`config.mk`:
```
export PLATFORM = sky130hd
export DESIGN_NAME = ctw_column_cell
export DESIGN_NICKNAME = d
export VERILOG_FILES = /design/src/rtl/ctw_pkg.sv /design/src/rtl/ctw_column_cell.sv
export SDC_FILE = /design/constraint.sdc
export NUM_CORES = 1
export LEC_CHECK = 0
export ABC_AREA = 0
export BUFFER_PORTS_ARGS = -buffer_cell sky130_fd_sc_hd__clkbuf_2
export CAP_MARGIN = 5
export CORE_ASPECT_RATIO = 0.5
export CORE_MARGIN = 2
export CORE_UTILIZATION = 46
export DETAILED_ROUTE_END_ITERATION = 10
export PLACE_DENSITY_LB_ADDON = 0.3
export SLEW_MARGIN = 25
export SYNTH_ARGS = -nofsm -noshare
export SYNTH_HDL_FRONTEND = slang
export SYNTH_SLANG_ARGS = --single-unit
```
`constraint.sdc`:
```
create_clock -name clk_i -period 1.4 [get_ports clk_i]
set_input_delay 0.07 -clock clk_i [delete_from_list [all_inputs] [get_ports clk_i]]
set_output_delay 0.07 -clock clk_i [all_outputs]
set_load 0.01 [all_outputs]
```
`src/rtl/ctw_pkg.sv`:
```
`default_nettype none

package ctw_pkg;

  // Window geometry
  localparam int unsigned WINDOW_HALF = 2;
  localparam int unsigned MAX_WIDTH   = 1024;
  localparam int unsigned WSIDE       = 2 * WINDOW_HALF + 1;
  localparam int unsigned LROWS       = 2 * WINDOW_HALF;
  localparam int unsigned CENTER_IDX  = WINDOW_HALF * WSIDE + WINDOW_HALF;
  localparam int unsigned CENSUS_BITS = WSIDE * WSIDE - 1;
  localparam int unsigned CENSUS_EXT  = (CENSUS_BITS > 24) ? CENSUS_BITS : 24;

  // Field and counter widths
  localparam int unsigned PIX_W    = 8;
  localparam int unsigned WIDTH_W  = 11;
  localparam int unsigned HEIGHT_W = 16;
  localparam int unsigned ROW_W    = 16;
  localparam int unsigned OCOL_W   = 10;
  localparam int unsigned CENSUS_W = 24;
  localparam int unsigned COL_W    = $clog2(MAX_WIDTH);
  localparam int unsigned SLOT_W   = $clog2(LROWS);
  localparam int unsigned EXT_W    = (COL_W + 1 > WIDTH_W) ? COL_W + 1 : WIDTH_W;
  localparam int unsigned CFG_W    = 16;

  // Register indexes
  localparam logic REG_WIDTH  = 1'b0;
  localparam logic REG_HEIGHT = 1'b1;

  typedef logic [PIX_W-1:0]            pixel_t;
  typedef logic [WSIDE-1:0][PIX_W-1:0] column_t;

  // Line buffer access for one beat: read all banks at addr, write one bank
  typedef struct packed {
    logic              en;
    logic [COL_W-1:0]  addr;
    logic [SLOT_W-1:0] slot;
    pixel_t            pixel;
  } lb_req_t;

  // Item held between the line buffer read and the window shift
  typedef struct packed {
    logic              prod;
    logic              done;
    logic [ROW_W-1:0]  row;
    logic [OCOL_W-1:0] col;
    logic [SLOT_W-1:0] slot;
    pixel_t            pixel;
  } item_t;

endpackage

`default_nettype wire

```
`src/rtl/ctw_column_cell.sv`:
```
`default_nettype none

module ctw_column_cell (
  input  wire logic             clk_i,
  input  wire logic             shift_i,
  input  wire ctw_pkg::column_t col_i,
  input  wire ctw_pkg::pixel_t  center_i,
  output ctw_pkg::column_t      col_o,
  output logic [ctw_pkg::WSIDE-1:0] lt_o
);

  ctw_pkg::column_t col_q;

  // Window column; takes its right neighbor's column on every shift
  always_ff @(posedge clk_i) begin
    if (shift_i) begin
      col_q <= col_i;
    end
  end

  // Census bits of the incoming column against the incoming center
  always_comb begin
    for (int i = 0; i < ctw_pkg::WSIDE; i++) begin
      lt_o[i] = (col_i[i] < center_i);
    end
  end

  assign col_o = col_q;

endmodule

`default_nettype wire

```
==> flow_summary_export.csv <==
group,metric,value,unit
outcome,run_status,"completed",
worst_setup_path,type_of_origin_of_the_critical_path,"input port",
clocking,cts.sinks,40,
die,fp.dieArea,4913,um^2
power_and_ir_drop,seq_power_share,48.3,%
power_and_ir_drop,power_leakage,1.495,nW
power_and_ir_drop,switchingPower,0.7219,mW
hold_path,worst_hold_startpoint,"shift_i",
clocking,cts-root-buf,"sky130_fd_sc_hd__clkbuf_8",
layout,final_antenna_diode_count,0,
hold_path,hold_path_class,"input port to register",
sta,final_max_slew_viols,0,
sta,relSlewSlack,80.92,%
global_route,first_pass_grt_wire_length,7555,um
die,horiz_die_dim,97.15,um
place,dpl_cell_area,2576,um^2
job,cap_violations,0,
clocking,clk_pin_slew_worst_paths,0.07,ns
route,detailroute.wirelength.met2,2353,um
clocking,tritoncts,"yes",
route,final_wirelength,4700,um
die,num_io_pins,95,
clocking,cts.path.max_buffers,2,
clocking,ctsHtreeMaxLevel,2,
power_and_ir_drop,combinationalPowerShare,21.0,%
place,dp_hpwl,3336,um
die,initial_core_util,49.60,%
worst_setup_path,critical_path_arrival,1.30,ns
route,routed-via-count,1622,
die,die-height,50.58,um
worst_setup_path,cp_max_fo,2,
global_route,grt.total_usage,20.19,%
sta,whs,0.2591,ns
hold_path,hold_path_depth,2,
die,placement_rows,16,
sta,setup_violations,0,
synthesis,synth_fp_nets,218,
sta,final_min_period_over_clock_period,97.61,%
route,detail_route_antenna_nets,0,
synthesis,syn-cell-area,1996,um^2
power_and_ir_drop,netSwitchingFraction,24.14,%
synthesis,netlist.area_leader.share,60.19,%
route,first_pass_iters,4,
sta,fmax,731.7,MHz
layout,final_util,76.96,%
power_and_ir_drop,p_per_area,965.5,nW/um^2
power_and_ir_drop,irDropWorstVdd,0.7089,mV
power_and_ir_drop,cell_internal_pwr,2.268,mW
clocking,post_cts.repair.setup_buffers,0,
layout,area_growth_syn_to_layout,55.17,%
global_route,first_global_vias,1651,
route,wl_met3,216,um
clocking,cts_inserted_buffers,5,
route,detail_route.wl_per_cell,14.11,um
route,drt_drc_violations_left,0,
sta,timing_worst_slew_pin_value,0.2849,ns
place,placedCellCount,285,
synthesis,synthTopCellsByArea,"sky130_fd_sc_hd__edfxtp_1 (60%), sky130_fd_sc_hd__ha_1 (22%), sky130_fd_sc_hd__a21o_1 (3.4%)",
synthesis,synth-seq-area-share,60.19,%
route,highest_metal_layer_with_signal_wires,"met4",
die,core-area,4024,um^2
synthesis,syn_inst,133,
synthesis,synth.lib_cells_used.distinct,16,
layout,number_of_standard_cells_in_the_final_layout_excluding_fillers,333,
global_route,grt_max_degree,41,
layout,largest_register_ffs,40,
synthesis,post_synth.cell_area_avg,15.00,um^2
route,drt-met1-wl,2077,um
route,avgViaCountPerCell,4.871,
global_route,antenna_found_initial,0,
place,io_buffer_count,94,
sta,timing_hold_violations_final,0,
synthesis,synth.ff_latch_count,40,
hold_path,worstHoldEndpoint,"col_o[38]$_DFFE_PP_",
sta,period_needed,1.367,ns
layout,design_area,3097,um^2
worst_setup_path,worstSetupPathType,"input port to output pin",
layout,finish.net_count,363,
worst_setup_path,crit_path_end_kind,"output pin",
synthesis,synth_largest_area_cell,"sky130_fd_sc_hd__edfxtp_1",
route,drt_iter0_drc,49,
power_and_ir_drop,power.clock.fraction,30.7,%
place,finalWeightedCongestion,0.7955,
synthesis,synth.yosys.warnings,0,
global_route,grt_overflow,0,
layout,layout_cell_share_with_drive_strength_beyond_1,40.86,%
worst_setup_path,critical_path_required,1.33,ns
[repair_timing]
item | CTS | global route
gates resized for setup | 1 | 9
hold endpoints to repair | 40 | 0
setup endpoints to repair | 1 | 5
hold buffers | 40 | 0
pin swaps | 0 | 2
[cells in the final DEF (no fill, tap or decap), types with 2 or more instances in the layout]
cell	count
sky130_fd_sc_hd__or2b_1	3
sky130_fd_sc_hd__nand2_1	4
sky130_fd_sc_hd__a31oi_1	2
sky130_fd_sc_hd__clkbuf_2	93
sky130_fd_sc_hd__and3_1	3
sky130_fd_sc_hd__o21a_1	3
sky130_fd_sc_hd__a221oi_2	3
sky130_fd_sc_hd__edfxtp_1	40
sky130_fd_sc_hd__o211ai_1	2
sky130_fd_sc_hd__nor2_1	2
sky130_fd_sc_hd__ha_1	35
sky130_fd_sc_hd__inv_2	3
sky130_fd_sc_hd__nor2b_1	2
sky130_fd_sc_hd__buf_4	3
sky130_fd_sc_hd__a21o_1	9
sky130_fd_sc_hd__a21oi_1	8
sky130_fd_sc_hd__nand3_1	7
sky130_fd_sc_hd__dlygate4sd3_1	40
sky130_fd_sc_hd__inv_1	3
sky130_fd_sc_hd__clkbuf_8	5
[per-stage QoR]
| stage | setup slack, ns | total power [mW] | TNS (ns) |
|---|---|---|---|
| after floorplan | 0.2981 | 1.722 | 0 |
| after global placement | 0.02298 | 1.973 | 0 |
| after detailed placement | -0.005097 | 1.999 | -0.005097 |
| after CTS | 0.01521 | 2.990 | 0 |
| after global routing | -0.02343 | 3.131 | -0.02343 |
| final | 0.03340 | 2.990 | 0 |
[power by group through the flow]
stage	Combinational, mW	Sequential [mW]	Clock [mW]
after detailed placement	0.527	1.47	0
final	0.628	1.44	0.918
after global placement	0.504	1.47	0
after floorplan	0.196	1.53	0
after global routing	0.692	1.46	0.982
after CTS	0.615	1.45	0.930
[how the worst max path moves through the flow]
stage	from	end	slack [ns]	depth (start not counted)
after floorplan	center_i[6]	lt_o[1]	0.30	5
after global routing	col_i[0]	lt_o[0]	-0.02	6
after global placement	center_i[6]	lt_o[1]	0.02	7
final	col_i[0]	lt_o[0]	0.03	6
after detailed placement	center_i[6]	lt_o[1]	-0.005	7
after CTS	center_i[4]	lt_o[1]	0.02	7
[Yosys cell counts (all sizes together)]
| library cell | number |
|---|---|
| a21o | 9 |
| a21oi | 8 |
| a221oi | 3 |
| a31oi | 3 |
| and3 | 3 |
| edfxtp | 40 |
| ha | 35 |
| inv | 7 |
| nand2 | 4 |
| nand3 | 7 |
| nor2 | 2 |
| nor2b | 2 |
| o211ai | 2 |
| o21a | 3 |
| o21ai | 2 |
| or2b | 3 |
[cells by family after synthesis]
group                      Yosys count  share of synthesized area (%)
buffers and inverters                7                          1.317
DFF                                 40                          60.19
and+or+nand+nor                     21                          5.580
adders and majority gates           35                          21.94
AOI/OAI and AO/OA                   30                          10.97
[worst max-delay path, cell delays in order]
cell and delay, ns:
sky130_fd_sc_hd__dlygate4sd3_1 0.55, sky130_fd_sc_hd__clkbuf_2 0.12, sky130_fd_sc_hd__nor2b_1 0.16, sky130_fd_sc_hd__o21ai_2 0.11, sky130_fd_sc_hd__a21oi_1 0.14, sky130_fd_sc_hd__clkbuf_2 0.15
[area by class of cell]
class	instances	area [um^2]
sequential	40	1201
fill	274	927.1
timing repair buffer	138	913.4
multi-input combinational	86	778.2
clock buffer	6	72.57
tap	54	67.56
clock inverter	2	35.03
inverter	7	28.78
[metal layers]
layer  up-vias  GRT usage (%)
li1        818              -
met1       758          24.46
met2        40          35.88
met3         6          5.571
met4         0          6.103
met5         -              0
No activity file was read; power rests on OpenSTA's default activity.
